==> src/hw/rtl/kss_pkg.sv <==
// ----------------------------------------------------------------------------
// kss_pkg: shared types and constants of the k-sorted stream sorter
// Holds the window size, the field widths and the structs that pass
// between the top level, the cell chain and the cells.
// ----------------------------------------------------------------------------
package kss_pkg;

   localparam int WINDOW_CAPACITY = 32;
   localparam int DATA_W          = 32;
   localparam int K_W             = 5;
   localparam int CNT_W           = $clog2(WINDOW_CAPACITY + 1);
   localparam int LIM_W           = (CNT_W > K_W + 1) ? CNT_W : K_W + 1;

   // Per-cycle command broadcast to every cell
   typedef struct packed {
      logic                     pop;    // shift the row one place toward the head
      logic                     ins;    // insert value at its sorted place
      logic signed [DATA_W-1:0] value;
   } kss_ctrl_type;

   // What a cell shows to its neighbors
   typedef struct packed {
      logic signed [DATA_W-1:0] val;
      logic                     valid;
      logic                     le;     // own value is not greater than the new value
   } kss_cell_type;

endpackage

==> src/hw/rtl/kss_stream_if.sv <==
// ----------------------------------------------------------------------------
// kss_req_if / kss_rsp_if: valid/ready channels of the sorter
// A transaction moves at a rising edge with valid and ready both high.
// ----------------------------------------------------------------------------
interface kss_req_if;
   import kss_pkg::*;
   logic                     valid;
   logic                     ready;
   logic signed [DATA_W-1:0] value;
   logic                     end_of_stream;

   modport source (output valid, output value, output end_of_stream, input ready);
   modport sink   (input valid, input value, input end_of_stream, output ready);
endinterface

interface kss_rsp_if;
   import kss_pkg::*;
   logic                     valid;
   logic                     ready;
   logic signed [DATA_W-1:0] sorted_value;
   logic                     final_res;

   modport source (output valid, output sorted_value, output final_res, input ready);
   modport sink   (input valid, input sorted_value, input final_res, output ready);
endinterface

==> src/hw/rtl/k_sorted_stream_sorter.sv <==
// ----------------------------------------------------------------------------
// k_sorted_stream_sorter: sorter for streams with bounded displacement
// Keeps up to min(k+1, WINDOW_CAPACITY) values sorted in a cell chain, emits
// the minimum once the window is full and drains the window at end of stream.
// ----------------------------------------------------------------------------
//  channel    dir  handshake     payload
//  req_chan   in   valid/ready   value[31:0] signed, end_of_stream
//  rsp_chan   out  valid/ready   sorted_value[31:0] signed, final_res
//  csr_*      in   wr_en only    wr_data[4:0] = k
//
//  One request transaction per cycle while streaming and the output is not
//  stalled; pop and insert happen together in the cell chain.
//  After end_of_stream the drain emits one result per cycle while the output
//  is not stalled, and no request is taken until the window is empty.
//  The output register decouples the sides: a request is taken while the
//  held result is taken in the same cycle; a stalled result stalls requests.
//  Reset (synchronous) empties the window and sets k to zero.
// ----------------------------------------------------------------------------
module k_sorted_stream_sorter
   import kss_pkg::*;
(
   input  logic            clock,
   input  logic            reset,
   input  logic            csr_wr_en,
   input  logic [K_W-1:0]  csr_wr_data,
   kss_req_if.sink         req_chan,
   kss_rsp_if.source       rsp_chan
);

   localparam logic ST_RUN   = 1'b0;
   localparam logic ST_DRAIN = 1'b1;

   logic                     state_ff, state_in;
   logic [K_W-1:0]           k_ff;
   logic [CNT_W-1:0]         count_ff, count_in;
   logic                     out_valid_ff, out_valid_in;
   logic signed [DATA_W-1:0] out_val_ff, out_val_in;
   logic                     out_final_ff, out_final_in;

   logic                     slot_free, accept, win_full;
   logic [LIM_W-1:0]         limit;
   logic signed [DATA_W-1:0] head_value;
   kss_ctrl_type             ctrl;

   assign slot_free = !out_valid_ff || rsp_chan.ready;
   assign req_chan.ready = (state_ff == ST_RUN) && slot_free;
   assign accept = req_chan.valid && req_chan.ready;

   always_comb begin
      if (LIM_W'(k_ff) + LIM_W'(1) > LIM_W'(WINDOW_CAPACITY)) begin
         limit = LIM_W'(WINDOW_CAPACITY);
      end else begin
         limit = LIM_W'(k_ff) + LIM_W'(1);
      end
   end

   assign win_full = (LIM_W'(count_ff) >= limit) && (count_ff != '0);

   always_comb begin
      state_in     = state_ff;
      count_in     = count_ff;
      out_valid_in = out_valid_ff && !rsp_chan.ready;
      out_val_in   = out_val_ff;
      out_final_in = out_final_ff;
      ctrl         = '{pop: 1'b0, ins: 1'b0, value: req_chan.value};

      unique case (state_ff)
         ST_RUN: begin
            if (accept) begin
               ctrl.ins = 1'b1;
               if (win_full) begin
                  ctrl.pop     = 1'b1;
                  out_valid_in = 1'b1;
                  out_val_in   = head_value;
                  out_final_in = 1'b0;
               end else begin
                  count_in = count_ff + CNT_W'(1);
               end
               if (req_chan.end_of_stream) begin
                  state_in = ST_DRAIN;
               end
            end
         end
         ST_DRAIN: begin
            if (count_ff == '0) begin
               state_in = ST_RUN;
            end else if (slot_free) begin
               // advance the head into the output register
               ctrl.pop     = 1'b1;
               out_valid_in = 1'b1;
               out_val_in   = head_value;
               out_final_in = (count_ff == CNT_W'(1));
               count_in     = count_ff - CNT_W'(1);
               if (count_ff == CNT_W'(1)) begin
                  state_in = ST_RUN;
               end
            end
         end
         default: begin
            state_in = ST_RUN;
         end
      endcase
   end

   kss_chain u_chain (
      .clock      (clock),
      .reset      (reset),
      .ctrl       (ctrl),
      .head_value (head_value)
   );

   always_ff @(posedge clock) begin
      if (reset) begin
         state_ff     <= ST_RUN;
         count_ff     <= '0;
         out_valid_ff <= 1'b0;
         k_ff         <= '0;
      end else begin
         state_ff     <= state_in;
         count_ff     <= count_in;
         out_valid_ff <= out_valid_in;
         if (csr_wr_en) begin
            k_ff <= csr_wr_data;
         end
      end
      out_val_ff   <= out_val_in;
      out_final_ff <= out_final_in;
   end

   assign rsp_chan.valid        = out_valid_ff;
   assign rsp_chan.sorted_value = out_val_ff;
   assign rsp_chan.final_res    = out_final_ff;

endmodule

==> src/hw/rtl/kss_cell.sv <==
// ----------------------------------------------------------------------------
// kss_cell: one slot of the sorted window
// Holds one value and its valid bit. Each cycle it may take its right
// neighbor's value (pop), keep its own, take the new value or take its left
// neighbor's value, so the row stays sorted ascending from the head.
// ----------------------------------------------------------------------------
module kss_cell
   import kss_pkg::*;
(
   input  logic         clock,
   input  logic         reset,
   input  logic         at_head,
   input  kss_ctrl_type ctrl,
   input  kss_cell_type left_nb,
   input  kss_cell_type right_nb,
   output kss_cell_type cell_out
);

   logic signed [DATA_W-1:0] val_ff, val_in;
   logic                     valid_ff, valid_in;
   logic                     le;

   // view after the optional pop: own slot and left slot
   logic signed [DATA_W-1:0] t_val, t_left_val;
   logic                     t_valid, t_le, t_left_valid, t_left_le;

   assign le = valid_ff && !(ctrl.value < val_ff);

   assign cell_out = '{val: val_ff, valid: valid_ff, le: le};

   always_comb begin
      if (ctrl.pop) begin
         t_val   = right_nb.val;
         t_valid = right_nb.valid;
         t_le    = right_nb.le;
      end else begin
         t_val   = val_ff;
         t_valid = valid_ff;
         t_le    = le;
      end

      // past the head, the slot to the left after a pop holds this cell's own value
      if (ctrl.pop && !at_head) begin
         t_left_val   = val_ff;
         t_left_valid = valid_ff;
         t_left_le    = le;
      end else begin
         t_left_val   = left_nb.val;
         t_left_valid = left_nb.valid;
         t_left_le    = left_nb.le;
      end

      if (ctrl.ins) begin
         if (t_le) begin
            val_in = t_val;
         end else if (t_left_le) begin
            val_in = ctrl.value;
         end else begin
            val_in = t_left_val;
         end
         valid_in = t_valid | t_left_valid;
      end else begin
         val_in   = t_val;
         valid_in = t_valid;
      end
   end

   always_ff @(posedge clock) begin
      if (reset) begin
         valid_ff <= 1'b0;
      end else begin
         valid_ff <= valid_in;
      end
      val_ff <= val_in;
   end

endmodule

==> src/hw/rtl/kss_chain.sv <==
// ----------------------------------------------------------------------------
// kss_chain: row of sorting cells
// Links WINDOW_CAPACITY cells neighbor to neighbor and shows the head cell,
// which always holds the window minimum.
// ----------------------------------------------------------------------------
module kss_chain
   import kss_pkg::*;
(
   input  logic                     clock,
   input  logic                     reset,
   input  kss_ctrl_type             ctrl,
   output logic signed [DATA_W-1:0] head_value
);

   kss_cell_type cells[WINDOW_CAPACITY];

   localparam kss_cell_type HEAD_EDGE = '{val: '0, valid: 1'b1, le: 1'b1};
   localparam kss_cell_type TAIL_EDGE = '{val: '0, valid: 1'b0, le: 1'b0};

   for (genvar i = 0; i < WINDOW_CAPACITY; i++) begin : g_cell
      kss_cell_type left_nb, right_nb;

      if (i == 0) begin : g_head
         assign left_nb = HEAD_EDGE;
      end else begin : g_mid_l
         assign left_nb = cells[i-1];
      end

      if (i == WINDOW_CAPACITY - 1) begin : g_tail
         assign right_nb = TAIL_EDGE;
      end else begin : g_mid_r
         assign right_nb = cells[i+1];
      end

      kss_cell u_cell (
         .clock    (clock),
         .reset    (reset),
         .at_head  (i == 0),
         .ctrl     (ctrl),
         .left_nb  (left_nb),
         .right_nb (right_nb),
         .cell_out (cells[i])
      );
   end

   assign head_value = cells[0].val;

endmodule
==> src/flat_wrapper.sv <==
// flat-port wrapper written by rule: the top's interface ports become plain ports
module k_sorted_stream_sorter_flat import kss_pkg::*;
  (clock, reset, csr_wr_en, csr_wr_data, req_chan_valid, req_chan_value, req_chan_end_of_stream, req_chan_ready, rsp_chan_valid, rsp_chan_sorted_value, rsp_chan_final_res, rsp_chan_ready);
  kss_req_if req_chan_i ();
  kss_rsp_if rsp_chan_i ();
  input  logic clock;
  input  logic reset;
  input  logic csr_wr_en;
  input  logic [K_W-1:0] csr_wr_data;
  input wire logic [$bits(req_chan_i.valid)-1:0] req_chan_valid;
  input wire logic [$bits(req_chan_i.value)-1:0] req_chan_value;
  input wire logic [$bits(req_chan_i.end_of_stream)-1:0] req_chan_end_of_stream;
  output wire logic [$bits(req_chan_i.ready)-1:0] req_chan_ready;
  output wire logic [$bits(rsp_chan_i.valid)-1:0] rsp_chan_valid;
  output wire logic [$bits(rsp_chan_i.sorted_value)-1:0] rsp_chan_sorted_value;
  output wire logic [$bits(rsp_chan_i.final_res)-1:0] rsp_chan_final_res;
  input wire logic [$bits(rsp_chan_i.ready)-1:0] rsp_chan_ready;
  assign req_chan_i.valid = req_chan_valid;
  assign req_chan_i.value = req_chan_value;
  assign req_chan_i.end_of_stream = req_chan_end_of_stream;
  assign req_chan_ready = req_chan_i.ready;
  assign rsp_chan_valid = rsp_chan_i.valid;
  assign rsp_chan_sorted_value = rsp_chan_i.sorted_value;
  assign rsp_chan_final_res = rsp_chan_i.final_res;
  assign rsp_chan_i.ready = rsp_chan_ready;
  k_sorted_stream_sorter u_core (.clock(clock), .reset(reset), .csr_wr_en(csr_wr_en), .csr_wr_data(csr_wr_data), .req_chan(req_chan_i), .rsp_chan(rsp_chan_i));
endmodule
==> config.mk <==
export PLATFORM = sky130hd
export DESIGN_NAME = k_sorted_stream_sorter_flat
export DESIGN_NICKNAME = d
export VERILOG_FILES = /design/src/hw/rtl/kss_pkg.sv /design/src/hw/rtl/kss_stream_if.sv /design/src/hw/rtl/k_sorted_stream_sorter.sv /design/src/hw/rtl/kss_cell.sv /design/src/hw/rtl/kss_chain.sv /design/src/flat_wrapper.sv
export SDC_FILE = /design/constraint.sdc
export NUM_CORES = 2
export LEC_CHECK = 0
export BUFFER_PORTS_ARGS = -buffer_cell sky130_fd_sc_hd__clkbuf_2
export CORE_ASPECT_RATIO = 1.5
export CORE_UTILIZATION = 55
export DETAILED_ROUTE_END_ITERATION = 16
export PLACE_DENSITY = 0.73
export RECOVER_POWER = 25
export SYNTH_ARGS = -nofsm -noshare
export SYNTH_HDL_FRONTEND = slang
export SYNTH_HIERARCHICAL = 1
export SYNTH_SLANG_ARGS = --single-unit
==> constraint.sdc <==
create_clock -name clock -period 10 [get_ports clock]
set_input_delay 1.5 -clock clock [delete_from_list [all_inputs] [get_ports clock]]
set_output_delay 1.5 -clock clock [all_outputs]
set_load 0.02 [all_outputs]
==> run summary <==
Average footprint of a synthesized cell: 11.0 sq um. In this run the worst path has a maximum fanout of 42. The number of H-tree levels was 3. The die area was 177,000 sq um; the total number of clock tree sinks was 1,102.

For the count of unresolved DRC violations after routing, the log shows 0. The post-route clock period utilization came out at 0.802. For the final database, setup skew stands at 0.0275 ns.

The detail route stage leaves a number of antenna-violating nets equal to 0. The number of DRC markers after the initial detailed-route iteration is 3,028, and the share of synthesized registers carrying an async set or reset is 0. Summed over all cells, the static leakage comes to 0.0426 uW. The run gives 0 ns as the total negative slack.

The type of the setup path with the least slack is input port to flip-flop. The kind of path behind the tightest hold check is flip-flop to flip-flop. The cell sitting at the root of the clock tree is a sky130_fd_sc_hd__clkbuf_16. The tools report the first-pass GRT wire length as 387,000 um.

At the pin with the least slew margin, the transition time is 3.71 ns. Entering global routing, the biggest net connects 131 pins. The total CTS buffers is 120, and the post-cts gate resize count is 0.

Walking the worst path, the cells encountered are clkbuf_1 -> clkbuf_1 -> ha_1 -> a21oi_1 -> o21a_1 -> o22ai_1 -> o31ai_1 -> nor2b_1 -> xnor2_1 -> nor2_1 -> nand2b_1 -> nand3_2 -> buf_4 -> mux2i_1 -> mux2i_1. Counting the fill cells in the layout gives 14,700. By area the synthesized netlist is led by sky130_fd_sc_hd__edfxtp_1 33%, sky130_fd_sc_hd__mux2i_1 32%, sky130_fd_sc_hd__ha_1 13%.

Compared with the post-synthesis result, the final layout area differs by 6.76%. The maximum resistive drop on vdd came out at 0.288 mV. The worst-path cell with the longest stage delay is sky130_fd_sc_hd__clkbuf_1.

The run gives 0 as the total grt overflow. For the global-route usage over all layers, the log shows 0.276. The checks that failed: max-capacitance violations, max-slew violations. The wire length per cell was 22.1 um. The logs give 0.896 for the weighted congestion reported at the end of routability-driven placement and 175,000 sq um for the core outline area. Number of top-level pins: 78.

Mapped cell area: 96,500 sq um. After the last flow step, the layout net total stands at 9,926. The die span in y is 515 um. For the total iterations of the first detailed-routing run, the log shows 7. The arrival time of the worst setup path is 8.51 ns. The run gives -1.47 as the relative max-transition margin. The die is 344 um wide. The tools report the sequential fraction of the synthesis area as 0.338.

TritonCTS built the clock tree. The number of unique standard cell types used by synthesis is 58, and the largest stage delay on the critical path is 1.87 ns. In the post-route analysis, the smallest setup slack over all paths is 1.98 ns.

The sum of routed wire length over all layers was 249,000 um. The power per cell area came out at 299 nW/um^2. The flip-flop cell with the highest count after synthesis is sky130_fd_sc_hd__edfxtp_1. The max-slew violation count was 359; the synthesis-stage register bit count was 1,102.

The number of enable flip-flop cells after synthesis works out to 1,057. Setup violations remaining at the end of the flow were counted as 0. Summed over all nets, the half-perimeter wirelength after detailed placement is 191,000 um. Setup repair after global routing left no endpoint under its margin. The area fraction of the dominant cell type after synthesis came out at 0.329. In this run the core area contains 188 standard-cell rows. The routed layout has 67,500 vias. The number of antenna violations at the first check in global routing came out at 3. Cell type with the largest total area after synthesis: sky130_fd_sc_hd__edfxtp_1. The run gives 8,753 as the cell count after synthesis.

The tool flagged a number of max-cap violations equal to 12. Buffers placed on the I/O ports in this run total 77. Shortest clock period the worst path allows after layout: 8.02 ns. The flow ran to the end, but the final reports show violations.

The clock latency of the later-clocked register in the worst-skew pair was 0.78 ns; the detailed-route vias per instance was 5.99. The yosys synthesis warning count was 6. At the worst endpoint, the required time is 10.49 ns. The number of endpoints with negative hold slack in the final report was 0; the worst setup slack after placement was 3.30 ns.

The clock slew at the register clock pins of the worst setup and hold paths came out at 0.06 ns. STA classifies the critical path endpoint as a flip-flop. The via count of the first global-routing pass is 71,100, and the cts-stage hold buffer count is 0.

The effective utilization at floorplan was 0.553. Buffers added to address setup during post-CTS repair amount to 0. The worst setup path is launched from an input port.

The maximum clock path buffer count was 3; the share of cells above drive strength 1 was 0.0623. By instance count, the leading cell after synthesis is sky130_fd_sc_hd__mux2i_1. The commonest cells after synthesis are 3,077 x sky130_fd_sc_hd__mux2i_1, 1,057 x sky130_fd_sc_hd__edfxtp_1, 1,028 x sky130_fd_sc_hd__inv_1.

Based on the critical path, the design can be clocked at up to 125 MHz.
==> kinds of logic after synthesis <==
| group | synth area share |
|---|---|
| adder cells (fa/ha/maj) | 0.130 |
| AND/OR/NAND/NOR | 0.0656 |
| multiplexers | 0.320 |
| flip-flops | 0.338 |
| AO/OA/AOI/OAI | 0.0746 |
| buffers and inverters | 0.0664 |
| other | 0.0000778 |
| XOR/XNOR | 0.00566 |
==> registers in the layout (all words and copies together), names as in the netlist <==
signal	cells
u_core/count_ff	6
u_core/k_ff	5
u_core/rsp_chan.final_res	1
u_core/rsp_chan.sorted_value	32
u_core/rsp_chan.valid	1
u_core/state_ff	1
u_core/u_chain/g_cell.u_cell/val_ff	1024
u_core/u_chain/g_cell.u_cell/valid_ff	32
==> power by group <==
part	switching, uW	internal [uW]	total (uW)	leakage, uW
combinational	8640	6890	15500	0.0287
sequential	2350	8420	10800	0.0120
clock	2010	2500	4500	0.00188
==> final timing paths <==
check,end,cells past startpoint,startpoint,slack [ns]
max,u_core/u_chain/g_cell[29].u_cell/val_ff[12],15,req_chan_value[11],1.98
min,u_core/rsp_chan.sorted_value[13],0,u_core/u_chain/g_cell[0].u_cell/val_ff[13],0.51
max reg2reg,u_core/u_chain/g_cell[16].u_cell/val_ff[11],17,u_core/k_ff[0],2.46
min reg2reg,u_core/rsp_chan.sorted_value[13],0,u_core/u_chain/g_cell[0].u_cell/val_ff[13],0.51
==> layout by cell type (no fill, tap or decap), types with 27 or more instances in the layout <==
cell	n
sky130_fd_sc_hd__nand3b_1	32
sky130_fd_sc_hd__a21oi_1	379
sky130_fd_sc_hd__and3_1	34
sky130_fd_sc_hd__buf_4	139
sky130_fd_sc_hd__nor3_1	60
sky130_fd_sc_hd__inv_1	1027
sky130_fd_sc_hd__o311ai_4	30
sky130_fd_sc_hd__nand3_1	115
sky130_fd_sc_hd__o211ai_1	33
sky130_fd_sc_hd__edfxtp_1	1057
sky130_fd_sc_hd__a21o_1	79
sky130_fd_sc_hd__conb_1	165
sky130_fd_sc_hd__clkbuf_16	124
sky130_fd_sc_hd__o22ai_1	27
sky130_fd_sc_hd__clkbuf_1	67
sky130_fd_sc_hd__mux2i_1	3077
sky130_fd_sc_hd__o21ai_0	127
sky130_fd_sc_hd__dfxtp_1	45
sky130_fd_sc_hd__nor2_1	170
sky130_fd_sc_hd__nor2b_1	56
sky130_fd_sc_hd__nand2_1	292
sky130_fd_sc_hd__nor4_1	57
sky130_fd_sc_hd__a221oi_1	70
sky130_fd_sc_hd__ha_1	1003
sky130_fd_sc_hd__clkbuf_2	31
sky130_fd_sc_hd__o21a_1	27
sky130_fd_sc_hd__nand2b_1	55
sky130_fd_sc_hd__nand4_1	155
==> worst max-delay path, delay by kind of cell <==
kind,cells,cell delay (ns)
AO/OA/AOI/OAI,4,1.83
XOR/XNOR,1,0.18
adder cells (fa/ha/maj),1,0.51
buffers and inverters,3,3.32
multiplexers,2,0.43
AND/OR/NAND/NOR,4,0.57
==> cell type report <==
| cell class | count | area [sq um] | area share |
|---|---|---|---|
| repair buffers | 231 | 1590 | 0.0154 |
| clock inverters | 69 | 633 | 0.00614 |
| flip-flops and latches | 1102 | 32600 | 0.317 |
| well taps | 2280 | 2850 | 0.0277 |
| inverters | 1028 | 3870 | 0.0375 |
| diodes | 1 | 2.50 | 0.0000243 |
| clock buffers | 149 | 3210 | 0.0311 |
| multi-input cells | 6397 | 58300 | 0.565 |
==> metrics by stage <==
stage          hold WS (ns)   util  power [uW]  instance area (sq um)  instances
6_report              0.515  0.591       30800                 103000      11300
5_1_grt               0.529  0.591       33000                 103000      11300
4_1_cts               0.509  0.593       30900                 104000      11300
3_5_place_dp          0.490  0.571       26300                  99700      11000
3_3_place_gp          0.496  0.571       25400                  99700      11000
2_1_floorplan         0.472      -       22300                  97200       8916
==> per-layer routing <==
metal	up-vias	wire [um]	GRT usage
li1	32700	-	-
met1	32600	87100	0.260
met2	1304	134000	0.528
met3	828	5180	0.0236
met4	2	23100	0.235
met5	-	12	0
Power figures use the tool's default switching activity.
